File: config.mk
export PLATFORM = sky130hd
export DESIGN_NAME = multilevel_queue_slot_scheduler_unit
export DESIGN_NICKNAME = d
export VERILOG_FILES = /design/src/mlqs_pkg.sv /design/src/multilevel_queue_slot_scheduler_unit.sv /design/src/mlqs_meta_ram.sv /design/src/mlqs_id_ram.sv /design/src/mlqs_level_pick.sv
export SDC_FILE = /design/constraint.sdc
export NUM_CORES = 2
export LEC_CHECK = 0
export ABC_AREA = 0
export BUFFER_PORTS_ARGS = -buffer_cell sky130_fd_sc_hd__buf_4
export CAP_MARGIN = 20
export CORE_MARGIN = 2
export CORE_UTILIZATION = 40
export CTS_BUF_LIST = sky130_fd_sc_hd__clkbuf_8
export CTS_CLUSTER_SIZE = 30
export DETAILED_ROUTE_END_ITERATION = 10
export HOLD_SLACK_MARGIN = 0.12
export SYNTH_ARGS = -nofsm -noshare
export SYNTH_HDL_FRONTEND = slang
export SYNTH_SLANG_ARGS = --single-unit
File: constraint.sdc
create_clock -name aclk -period 13.9 [get_ports aclk]
set_input_delay 1.39 -clock aclk [delete_from_list [all_inputs] [get_ports aclk]]
set_output_delay 1.39 -clock aclk [all_outputs]
set_load 0.1 [all_outputs]
File: src/mlqs_pkg.sv
// Shared definitions for the multilevel queue slot scheduler.
// Holds sizing constants, payload structs, status codes and address helpers.
// No dependencies; every other source file imports this package.
package mlqs_pkg;

    localparam int NUM_LEVELS  = 16;
    localparam int QUEUE_DEPTH = 16;
    localparam int ID_BITS     = 8;

    localparam int LVL_W      = $clog2(NUM_LEVELS);
    localparam int LVL_SUM_W  = LVL_W + 1;
    localparam int SLOT_W     = $clog2(NUM_LEVELS + 1);
    localparam int PTR_W      = $clog2(QUEUE_DEPTH);
    localparam int CNT_W      = $clog2(QUEUE_DEPTH + 1);
    localparam int FIFO_DEPTH = NUM_LEVELS * QUEUE_DEPTH;
    localparam int FIFO_AW    = $clog2(FIFO_DEPTH);

    localparam logic MODE_ADD = 1'b0;
    localparam logic MODE_GET = 1'b1;

    localparam logic [1:0] ST_OK   = 2'd0;
    localparam logic [1:0] ST_FULL = 2'd1;
    localparam logic [1:0] ST_NONE = 2'd2;

    typedef struct packed {
        logic       mode;
        logic [7:0] proc_id;
        logic [3:0] priority_req;
    } in_t;

    typedef struct packed {
        logic [1:0] status;
        logic [7:0] granted_id;
        logic [3:0] granted_level;
    } out_t;

    // Per-level FIFO bookkeeping kept in the metadata memory.
    typedef struct packed {
        logic [PTR_W-1:0] head;
        logic [PTR_W-1:0] tail;
        logic [CNT_W-1:0] count;
    } meta_t;

    // Decision of the level picker for a request.
    typedef struct packed {
        logic             any;
        logic [LVL_W-1:0] level;
        logic             fresh;
    } pick_t;

    typedef enum logic [3:0] {
        ST_IDLE  = 4'b0001,
        ST_META  = 4'b0010,
        ST_FETCH = 4'b0100,
        ST_RESP  = 4'b1000
    } state_t;

    function automatic logic [PTR_W-1:0] ptr_inc(input logic [PTR_W-1:0] ptr);
        logic [PTR_W-1:0] nxt;
        if (ptr == PTR_W'(QUEUE_DEPTH - 1)) begin
            nxt = '0;
        end else begin
            nxt = ptr + PTR_W'(1);
        end
        return nxt;
    endfunction

    function automatic logic [FIFO_AW-1:0] fifo_addr(input logic [LVL_W-1:0] lvl,
                                                     input logic [PTR_W-1:0] ptr);
        return FIFO_AW'(lvl * QUEUE_DEPTH) + FIFO_AW'(ptr);
    endfunction

endpackage

File: src/multilevel_queue_slot_scheduler_unit.sv
// Top level of the multilevel queue slot scheduler: control sequencer,
// level picker and the two memories. Depends on mlqs_pkg, mlqs_meta_ram,
// mlqs_id_ram and mlqs_level_pick.
//
//   Channel | Ports                       | Payload
//   --------+-----------------------------+---------------------------------
//   input   | s_valid, s_ready, s_data    | mode, proc_id, priority_req
//   result  | m_valid, m_ready, m_data    | status, granted_id, granted_level
//
// One transaction at a time: an add passes through the metadata and response
// states, and a request through the metadata, id fetch and response states,
// for the metadata read followed by the id memory read.
// A request with every level empty goes straight to the response state.
// Reset is synchronous and active low; no clearing pass is needed after it.
// A new transaction is taken while a finished result waits in the output
// register; a stalled output holds the sequencer in its response state.
module multilevel_queue_slot_scheduler_unit (
    input  logic           aclk,
    input  logic           aresetn,
    input  logic           s_valid,
    output logic           s_ready,
    input  mlqs_pkg::in_t  s_data,
    output logic           m_valid,
    input  logic           m_ready,
    output mlqs_pkg::out_t m_data
);
    import mlqs_pkg::*;

    state_t                state_reg, state_next;
    in_t                   item_reg, item_next;
    logic [LVL_W-1:0]      lvl_reg, lvl_next;
    out_t                  res_reg, res_next;
    logic [LVL_W-1:0]      cur_reg, cur_next;
    logic [SLOT_W-1:0]     slots_reg, slots_next;
    logic [NUM_LEVELS-1:0] nonempty_reg, nonempty_next;
    logic                  m_valid_reg, m_valid_next;
    out_t                  m_data_reg, m_data_next;

    pick_t                 pick;
    logic                  accept;
    logic                  out_free;

    logic [LVL_W-1:0]      meta_rd_addr;
    meta_t                 meta_rd;
    logic                  meta_wr_en;
    meta_t                 meta_wr;

    logic [FIFO_AW-1:0]    id_rd_addr;
    logic [ID_BITS-1:0]    id_rd;
    logic                  id_wr_en;
    logic [FIFO_AW-1:0]    id_wr_addr;

    mlqs_level_pick u_pick (
        .cur_level  (cur_reg),
        .slots_used (slots_reg),
        .nonempty   (nonempty_reg),
        .pick       (pick)
    );

    mlqs_meta_ram u_meta (
        .aclk    (aclk),
        .aresetn (aresetn),
        .rd_addr (meta_rd_addr),
        .rd_data (meta_rd),
        .wr_en   (meta_wr_en),
        .wr_addr (lvl_reg),
        .wr_data (meta_wr)
    );

    mlqs_id_ram u_ids (
        .aclk    (aclk),
        .rd_addr (id_rd_addr),
        .rd_data (id_rd),
        .wr_en   (id_wr_en),
        .wr_addr (id_wr_addr),
        .wr_data (ID_BITS'(item_reg.proc_id))
    );

    assign s_ready  = (state_reg == ST_IDLE);
    assign accept   = s_valid && s_ready;
    assign out_free = !m_valid_reg || m_ready;

    assign meta_rd_addr = (state_reg == ST_IDLE) ?
                          ((s_data.mode == MODE_ADD) ? LVL_W'(s_data.priority_req)
                                                     : pick.level)
                          : lvl_reg;
    assign id_rd_addr   = fifo_addr(lvl_reg, meta_rd.head);
    assign id_wr_addr   = fifo_addr(lvl_reg, meta_rd.tail);

    always_comb begin
        state_next    = state_reg;
        item_next     = item_reg;
        lvl_next      = lvl_reg;
        res_next      = res_reg;
        cur_next      = cur_reg;
        slots_next    = slots_reg;
        nonempty_next = nonempty_reg;
        m_valid_next  = m_valid_reg && !m_ready;
        m_data_next   = m_data_reg;
        meta_wr_en    = 1'b0;
        meta_wr       = meta_rd;
        id_wr_en      = 1'b0;

        unique case (state_reg)
            ST_IDLE: begin
                if (accept) begin
                    item_next = s_data;
                    res_next  = '0;
                    if (s_data.mode == MODE_ADD) begin
                        lvl_next   = LVL_W'(s_data.priority_req);
                        state_next = ST_META;
                    end else if (!pick.any) begin
                        res_next.status = ST_NONE;
                        state_next      = ST_RESP;
                    end else begin
                        lvl_next   = pick.level;
                        cur_next   = pick.level;
                        slots_next = pick.fresh ? SLOT_W'(1) : slots_reg + SLOT_W'(1);
                        state_next = ST_META;
                    end
                end
            end
            ST_META: begin
                if (item_reg.mode == MODE_ADD) begin
                    if ((int'(item_reg.priority_req) >= NUM_LEVELS) ||
                        (meta_rd.count >= CNT_W'(QUEUE_DEPTH))) begin
                        res_next.status = ST_FULL;
                    end else begin
                        id_wr_en               = 1'b1;
                        meta_wr_en             = 1'b1;
                        meta_wr.tail           = ptr_inc(meta_rd.tail);
                        meta_wr.count          = meta_rd.count + CNT_W'(1);
                        nonempty_next[lvl_reg] = 1'b1;
                    end
                    state_next = ST_RESP;
                end else begin
                    meta_wr_en             = 1'b1;
                    meta_wr.head           = ptr_inc(meta_rd.head);
                    meta_wr.count          = meta_rd.count - CNT_W'(1);
                    nonempty_next[lvl_reg] = (meta_rd.count != CNT_W'(1));
                    state_next             = ST_FETCH;
                end
            end
            ST_FETCH: begin
                res_next.status        = ST_OK;
                res_next.granted_id    = 8'(id_rd);
                res_next.granted_level = 4'(lvl_reg);
                state_next             = ST_RESP;
            end
            ST_RESP: begin
                if (out_free) begin
                    m_valid_next = 1'b1;
                    m_data_next  = res_reg;
                    state_next   = ST_IDLE;
                end
            end
            default: begin
                state_next = ST_IDLE;
            end
        endcase
    end

    always_ff @(posedge aclk) begin
        if (!aresetn) begin
            state_reg    <= ST_IDLE;
            cur_reg      <= '0;
            slots_reg    <= '0;
            nonempty_reg <= '0;
            m_valid_reg  <= 1'b0;
        end else begin
            state_reg    <= state_next;
            cur_reg      <= cur_next;
            slots_reg    <= slots_next;
            nonempty_reg <= nonempty_next;
            m_valid_reg  <= m_valid_next;
        end
    end

    always_ff @(posedge aclk) begin
        item_reg   <= item_next;
        lvl_reg    <= lvl_next;
        res_reg    <= res_next;
        m_data_reg <= m_data_next;
    end

    assign m_valid = m_valid_reg;
    assign m_data  = m_data_reg;

    // A new result appears only when the sequencer leaves its response state.
    a_result_from_resp: assert property (@(posedge aclk) disable iff (!aresetn)
        $rose(m_valid_reg) |-> $past(state_reg == ST_RESP))
        else $error("result raised outside the response state");

    // A granted level always holds at least one id when it is chosen.
    a_grant_nonempty: assert property (@(posedge aclk) disable iff (!aresetn)
        (accept && s_data.mode == MODE_GET && pick.any) |-> nonempty_reg[pick.level])
        else $error("request granted from an empty level");

    // The slot count never passes the weight of the current level.
    a_slot_bound: assert property (@(posedge aclk) disable iff (!aresetn)
        int'(slots_reg) <= (NUM_LEVELS - int'(cur_reg)))
        else $error("slot count exceeds the level weight");

endmodule

File: src/mlqs_meta_ram.sv
// Metadata memory: head, tail and count of every level FIFO.
// One read and one write port, registered read; depends on mlqs_pkg.
// Entries never written since reset read as zero through per-entry valid bits.
module mlqs_meta_ram (
    input  logic                      aclk,
    input  logic                      aresetn,
    input  logic [mlqs_pkg::LVL_W-1:0] rd_addr,
    output mlqs_pkg::meta_t           rd_data,
    input  logic                      wr_en,
    input  logic [mlqs_pkg::LVL_W-1:0] wr_addr,
    input  mlqs_pkg::meta_t           wr_data
);
    import mlqs_pkg::*;

    meta_t                 mem [NUM_LEVELS];
    logic [NUM_LEVELS-1:0] valid_reg;
    meta_t                 rd_mem_reg;
    logic                  rd_valid_reg;

    always_ff @(posedge aclk) begin
        if (wr_en) begin
            mem[wr_addr] <= wr_data;
        end
        rd_mem_reg <= mem[rd_addr];
    end

    always_ff @(posedge aclk) begin
        if (!aresetn) begin
            valid_reg    <= '0;
            rd_valid_reg <= 1'b0;
        end else begin
            if (wr_en) begin
                valid_reg[wr_addr] <= 1'b1;
            end
            rd_valid_reg <= valid_reg[rd_addr];
        end
    end

    assign rd_data = rd_valid_reg ? rd_mem_reg : '0;

endmodule

File: src/mlqs_id_ram.sv
// Process id store: all level FIFOs packed into one memory, level-major.
// One read and one write port, registered read; depends on mlqs_pkg.
module mlqs_id_ram (
    input  logic                        aclk,
    input  logic [mlqs_pkg::FIFO_AW-1:0] rd_addr,
    output logic [mlqs_pkg::ID_BITS-1:0] rd_data,
    input  logic                        wr_en,
    input  logic [mlqs_pkg::FIFO_AW-1:0] wr_addr,
    input  logic [mlqs_pkg::ID_BITS-1:0] wr_data
);
    import mlqs_pkg::*;

    logic [ID_BITS-1:0] mem [FIFO_DEPTH];
    logic [ID_BITS-1:0] rd_data_reg;

    always_ff @(posedge aclk) begin
        if (wr_en) begin
            mem[wr_addr] <= wr_data;
        end
        rd_data_reg <= mem[rd_addr];
    end

    assign rd_data = rd_data_reg;

endmodule

File: src/mlqs_level_pick.sv
// Level picker: decides which level serves the next request.
// Stays on the current level while it has ids and slots left, otherwise
// finds the next non-empty level in rotation order; depends on mlqs_pkg.
module mlqs_level_pick (
    input  logic [mlqs_pkg::LVL_W-1:0]  cur_level,
    input  logic [mlqs_pkg::SLOT_W-1:0] slots_used,
    input  logic [mlqs_pkg::NUM_LEVELS-1:0] nonempty,
    output mlqs_pkg::pick_t            pick
);
    import mlqs_pkg::*;

    logic                 stay;
    logic [LVL_W-1:0]     next_lvl;
    logic [LVL_SUM_W-1:0] lvl_sum;

    assign stay = nonempty[cur_level] &&
                  (slots_used < (SLOT_W'(NUM_LEVELS) - SLOT_W'(cur_level)));

    // Scan from the farthest level back to the nearest so the nearest wins.
    // When no other level has ids, the scan wraps around to the current level.
    always_comb begin
        next_lvl = cur_level;
        lvl_sum  = '0;
        for (int i = NUM_LEVELS; i >= 1; i--) begin
            lvl_sum = LVL_SUM_W'(cur_level) + LVL_SUM_W'(i);
            if (lvl_sum >= LVL_SUM_W'(NUM_LEVELS)) begin
                lvl_sum = lvl_sum - LVL_SUM_W'(NUM_LEVELS);
            end
            if (nonempty[LVL_W'(lvl_sum)]) begin
                next_lvl = LVL_W'(lvl_sum);
            end
        end
    end

    assign pick.any   = |nonempty;
    assign pick.level = stay ? cur_level : next_lvl;
    assign pick.fresh = !stay;

endmodule

==> Word level (Yosys, flattened, before mapping) <==
Memories as Yosys holds them, arrays and structs flattened. A register that Yosys moved wholly into a read port is not among the register bits.
Index checks and enable logic that the tools add are counted.
{ "totals": {"output_inout_bits": 16, "mem_bits_ro": 0, "mem_count": 2, "regBits": 88, "input_bits": 17, "ram_bits": 2256, "latch_bits": 0, "elab_cells": 240} }
{ "classes": {"shifts": 0, "n_eq_ne": 13, "reduce_logical": 18, "div": 0, "mux": 111, "n_mul": 0, "order_cmp": 38, "bitwise": 2, "add_sub_neg": 40} }
{ "memory_table": {"columns": ["memory", "depth", "width", "rd", "rd_clocked_by_memory_dff", "wr", "line", "rtl"], "rows": [
  ["u_ids.mem", 256, 8, 1, 1, 1, "mlqs_id_ram.sv:13", "logic [ID_BITS-1:0] mem [FIFO_DEPTH];"],
  ["u_meta.mem", 16, 13, 1, 1, 1, "mlqs_meta_ram.sv:15", "meta_t mem [NUM_LEVELS];"]
]} }
{ "op_table": {"columns": ["operator", "n"], "rows": [
  ["two-way mux 4 bit", 46],
  ["< comparator 4 x 5 -> 1 bit, second input constant", 19],
  ["greater-or-equal comparator 5 bit, second input constant", 17],
  ["binary-select mux 1 bit (select 4 bit)", 18],
  ["subtractor 4 x 1 -> 4 bit, second input constant", 16],
  ["adder 4 x 4 -> 5 bit, second input constant", 8],
  ["two-way mux 16 bit", 2],
  ["OR 16 bit", 2],
  ["two-way mux 1 bit", 30],
  ["two-way mux 13 bit", 2],
  ["one-hot mux 12 bit (2 select lines)", 1],
  ["adder 4 x 3 -> 5 bit, second input constant", 4],
  ["adder 8 x 4 -> 8 bit", 2],
  ["bitwise mux 16 bit", 1],
  ["one-hot mux 4 bit (4 select lines)", 1],
  ["OR reduction 16 bit", 1],
  ["two-way mux 14 bit", 1],
  ["equality test 4 bit, second input constant", 3],
  ["adder 4 x 2 -> 5 bit, second input constant", 2],
  ["adder 5 x 1 -> 5 bit, second input constant", 2],
  ["two-way mux 5 bit", 2],
  ["AND reduction 2 bit", 5],
  ["two-way mux 9 bit", 1],
  ["adder 4 x 1 -> 4 bit, second input constant", 2],
  ["22 further kinds", 34]
]} }

==> Logic depth before layout (Yosys ltp) <==
{ "depth": {"depth_word": 26, "mapped_depth": 22, "ltp_nobuf": 15} }

==> By module <==
A second synthesis with hierarchy kept.
{ "hier_totals": {"hier_cells": 4700, "hier_area_um2": 94092.7} }
{ "modules_own_cells": {"columns": ["module", "n_inst", "area_each_um2", "seq_area_each_um2", "cells_per_inst"], "rows": [
  ["mlqs_id_ram", 1, 79556.3, 61659.1, 3733],
  ["mlqs_meta_ram", 1, 8993.6, 6846.6, 421],
  ["multilevel_queue_slot_scheduler_unit", 1, 3355.7, 1831.8, 296],
  ["mlqs_level_pick", 1, 2187.1, 0.0, 250]
]} }

==> Worst setup path after synthesis <==
OpenSTA, ideal clock, no wires.
{ "synth_timing": {"path_type": "reg-to-reg", "from": "register cur_reg[1]", "to": "register, netlist name u_meta.rd_mem_reg[8]", "n_path_buf": 5, "path_stages_with_launch": 19, "arrival_time_ps": 4698, "setup_ps": 142, "period_less_slack_ps": 4840, "path_slack_ps": 9060, "required_time_ps": 13758, "cell_sequence": "dfxtp_1 buf_2 clkbuf_1 inv_1 ha_1 buf_6 buf_2 mux4_2 mux2i_1 mux2i_1 a2111oi_0 o21ai_0 a211o_1 o211ai_2 o221a_4 buf_2 mux4_1 mux2i_1 mux2i_1"} }
{ "synth_between": {"elab_chain_len": 24, "word_cells_on_any_way": 120, "cone_classes": "add/sub: 33; order compare: 17; mux: 69; reduce/logical: 1"} }
{ "synth_rtl": {"columns": ["element", "line", "rtl"], "rows": [
  ["from (decl)", "multilevel_queue_slot_scheduler_unit.sv:33", "logic [LVL_W-1:0] cur_reg, cur_next;"],
  ["from (signal assigned)", "multilevel_queue_slot_scheduler_unit.sv:172", "cur_reg <= cur_next;"],
  ["adder 4 x 5 -> 5 bit", "mlqs_level_pick.sv:25", "lvl_sum = LVL_SUM_W'(cur_level) + LVL_SUM_W'(i);"],
  ["subtractor 4 x 1 -> 4 bit / greater-or-equal comparator 5 bit (equally long branches)", "mlqs_level_pick.sv:27, mlqs_level_pick.sv:26", null],
  ["two-way mux 4 bit", "mlqs_level_pick.sv:26", "if (lvl_sum >= LVL_SUM_W'(NUM_LEVELS)) begin"],
  ["binary-select mux 1 bit (select 4 bit)", "mlqs_level_pick.sv:29", "if (nonempty[LVL_W'(lvl_sum)]) begin"],
  ["two-way mux 1 bit (implied by the code)", "mlqs_level_pick.sv:29", null],
  ["two-way mux 4 bit (16 in a row)", "mlqs_level_pick.sv:29", null],
  ["two-way mux 4 bit *", "mlqs_level_pick.sv:36", "assign pick.level = stay ? cur_level : next_lvl;"],
  ["two-way mux 4 bit *", "multilevel_queue_slot_scheduler_unit.sv:84", "((s_data.mode == MODE_ADD) ? LVL_W'(s_data.priority_req)"],
  ["two-way mux 4 bit *", "multilevel_queue_slot_scheduler_unit.sv:83", "assign meta_rd_addr = (state_reg == ST_IDLE) ?"]
]} }
Mark *: on every way between the ends. The rest lies on a longest branch, timed or not. The select of a mux whose other input is x is not followed.
A chain may end at the register's enable or synchronous reset.

==> Final worst setup path <==
{ "layout_timing": {"from": "register cur_reg[1]", "to": "register, netlist name u_meta.rd_mem_reg[0]"} }
{ "layout_between": {"elab_chain_len": 24, "word_cells_on_any_way": 120, "cone_classes": "add/sub: 33; order compare: 17; mux: 69; reduce/logical: 1"} }
{ "layout_rtl": {"columns": ["element", "line"], "rows": [
  ["adder 4 x 5 -> 5 bit", "mlqs_level_pick.sv:25"],
  ["subtractor 4 x 1 -> 4 bit / greater-or-equal comparator 5 bit (equally long branches)", "mlqs_level_pick.sv:27, mlqs_level_pick.sv:26"],
  ["two-way mux 4 bit", "mlqs_level_pick.sv:26"],
  ["binary-select mux 1 bit (select 4 bit)", "mlqs_level_pick.sv:29"],
  ["two-way mux 1 bit (implied by the code)", "mlqs_level_pick.sv:29"],
  ["two-way mux 4 bit (16 in a row)", "mlqs_level_pick.sv:29"],
  ["two-way mux 4 bit *", "mlqs_level_pick.sv:36"],
  ["two-way mux 4 bit *", "multilevel_queue_slot_scheduler_unit.sv:84"],
  ["two-way mux 4 bit *", "multilevel_queue_slot_scheduler_unit.sv:83"]
]} }
Marked as above.

==> impl_metrics.toml <==
[run_status]
outcome = "finished, final reports clean"

[place]
dpl.hpwl_mm = 152
portBuffers = 32
dpl_cell_area_um2 = 100000
pre_cts_slack_ns = 7.50
place_congestion = 0.910
dp_cells = 9332

[power]
total_power_w = 0.0168
ir_drop_mv = 0.123
power.leakage_nw = 35.1
power_density_nw_per_um2 = 157

[yosys]
synth_top_area_share_pct = 71.5
synth_fp_nets = 6473
synthTopCellsByArea = "edfxtp_1 (71%), mux2i_1 (3.5%), nand2_1 (3.3%)"
async_flop_share_pct = 0
synth_area_um2 = 96500
syn_area_per_cell_um2 = 15.0
synth_cell_type_count = 78
seq_area_frac_synth_pct = 72.9
syn_inst = 6435
synth-seq-cells = 2365
ys.flop_type = "edfxtp_1"
synth_edf_count = 2297
yosys_warnings = 0
synth_area_leader_cell = "edfxtp_1"

[cts]
cts_buffers = 396
clock_latency_ns = 1.10
clockBufferDepth = 4
clock-sinks = 2365
postCtsSetupBuffers = 0
clockRootBuffer = "clkbuf_8"
cts_tree = "done"
cts_hold_buf = 0
post_cts_resize_count = 0
clk_pin_slew_ns = 0.06
htreeDepth = 5

[timing]
skew_ns = 0.0682
slew-limit-headroom_pct = 22.5
setup_violations = 0
worst_pin_slew_ns = 1.16
drv_slew = 0
fin_ws_ns = 7.70
fmaxAchievable_ghz = 0.161
setup_tns_ns = 0
finalCritPeriodShare_pct = 44.6
fin_crit_ns = 6.20
rsz0062_at_grt = "false"
finalHoldViolCount = 0

[layout]
finalNetCount = 6591
final_cell_mix = "edfxtp_1 (2297), nand2_1 (842), clkbuf_8 (410)"
area_growth_pct = 11.1
largest_reg_flops = 2048
post-route-cell-area_um2 = 107000
drive_gt1_share_pct = 15.5
reg_top3 = "u_ids.mem: 2048 flops, u_meta.mem: 208 flops"
top_register = "u_ids.mem"
instances_no_fill = 10000
layout_commonest_cell = "edfxtp_1"

[min_path]
worstHoldPathType = "reg2reg"
holdPathStages = 0

[route]
avgRoutedWirePerCell_um = 26.9
ant_nets = 0
routed-via-count = 58200
drt-initial-drc-count = 6586
drc = 0
wl_mm = 270
dr.pass1.iters = 6
viasPerCell = 5.80

[die]
die_x_um = 495
row_count = 180
die_y_um = 495
start_util_pct = 40.2
io_pins = 33
dieArea_um2 = 245000
design.core.area_um2 = 240000

[flow_run]
cap_violations = 0

[setup_path]
r2r_cells = 15
slowest_stage = "dfxtp_1"
start_kind = "register"
crit_type = "reg2reg"
cp_top_family = "multiplexers"
crit_arrival_ns = 7.11
crit_required_ns = 14.81
cp.depth = 15
crit_buf_inv = 2
cpPeakStageDelay_ns = 1.03
reg2reg_slack_ns = 7.70
path_max_fanout = 58
end_kind = "register"
cp_cell_sequence = "inv_1 -> ha_1 -> mux4_2 -> mux2_2 -> mux2_4 -> or4_1 -> a21oi_1 -> a31oi_1 -> a21oi_2 -> o22ai_2 -> o22ai_4 -> buf_4 -> mux4_2 -> mux2i_1 -> mux2i_1"

[global_routing]
gr-total-overflow = 0
grt_max_degree = 209
antenna_found_initial = 9
track_usage_pct = 21.6
grt_pass1_vias = 57000
grt_pass1_wl_mm = 392
## final cells by class
| type | instances | area [µm²] |
|---|---|---|
| well taps | 3185 | 3990 |
| diodes | 3 | 7.51 |
| fillers | 21200 | 133000 |
| clock buffers | 410 | 5640 |
| flip-flops and latches | 2365 | 70400 |
| multi-input cells | 3582 | 24400 |
| repair buffers | 185 | 1550 |
| inverters | 23 | 101 |
| clock inverters | 282 | 1270 |
## synth_stat cells (all sizes together) (6+ instances only)
library cell  number
inv               20
a311oi           129
a211oi           133
buf              136
o22ai            105
dfxtp             68
and2              18
a22o              18
nor4               6
clkbuf           329
nor2             380
a31oi            149
and3               8
edfxtp          2297
nand4              8
mux2i            334
nand3            144
nor3              14
o211ai            16
mux4              78
nand2            855
a221o            135
o221ai            22
xor2              10
ha                21
xnor2             14
nor2b            141
o21ai            198
mux2             272
nand2b             8
a22oi            138
a21oi            178
## worst register-to-register path: cells and delay by family (launching register included)
| kind | cells | cell delay, ns |
|---|---|---|
| and+or+nand+nor | 1 | 0.50 |
| DFF | 1 | 1.03 |
| buffers and inverters | 2 | 1.05 |
| muxes | 6 | 2.01 |
| AOI/OAI and AO/OA | 5 | 0.66 |
| adders and majority gates | 1 | 0.80 |
## worst paths after layout
kind | from | end
setup / recovery | cur_reg[1] | u_meta.rd_mem_reg[0]
hold / removal | res_reg[7] | m_data[7]
setup reg to reg | cur_reg[1] | u_meta.rd_mem_reg[0]
hold reg to reg | res_reg[7] | m_data[7]
## metal layers
metal  GRT usage [%]  wire (µm)  part of all wire [%]  vias to the layer above
li1                -          -                     -                    25300
met1            30.0     113000                    42                    29700
met2            33.7     125000                    46                     2702
met3            3.87      22100                   8.2                      474
met4            8.24       9310                   3.4                        0
met5               0          0                     0                        -
## through the flow
step           utilization [%]  hold WS (ns)
2_1_floorplan                -         0.400
3_3_place_gp              41.7         0.403
3_5_place_dp              41.7         0.405
4_1_cts                   44.6         0.388
5_1_grt                   44.6         0.426
6_report                  44.6         0.417
## power by group
group	switching [W]	leakage (nW)	internal, W	total, W
clock	0.00273	4.04	0.00281	0.00554
combinational	0.00221	9.79	0.00104	0.00324
sequential	0.000105	21.3	0.00796	0.00806
total	0.00504	35.1	0.0118	0.0168
## kinds of logic (layout without fill, tap and decap cells)
family / after synthesis / count (layout) / share of synthesized area [%]
flops: 2365 / 2365 / 72.9
simple gates: 1600 / 1600 / 7.00
compound gates: 1253 / 1253 / 9.11
mux: 684 / 684 / 8.46
buf+inv: 488 / 900 / 2.03
xor+xnor: 24 / 24 / 0.264
fa+ha+maj: 21 / 21 / 0.272
other cells: 0 / 3 / 0
No activity file was read; power rests on OpenSTA's default activity.
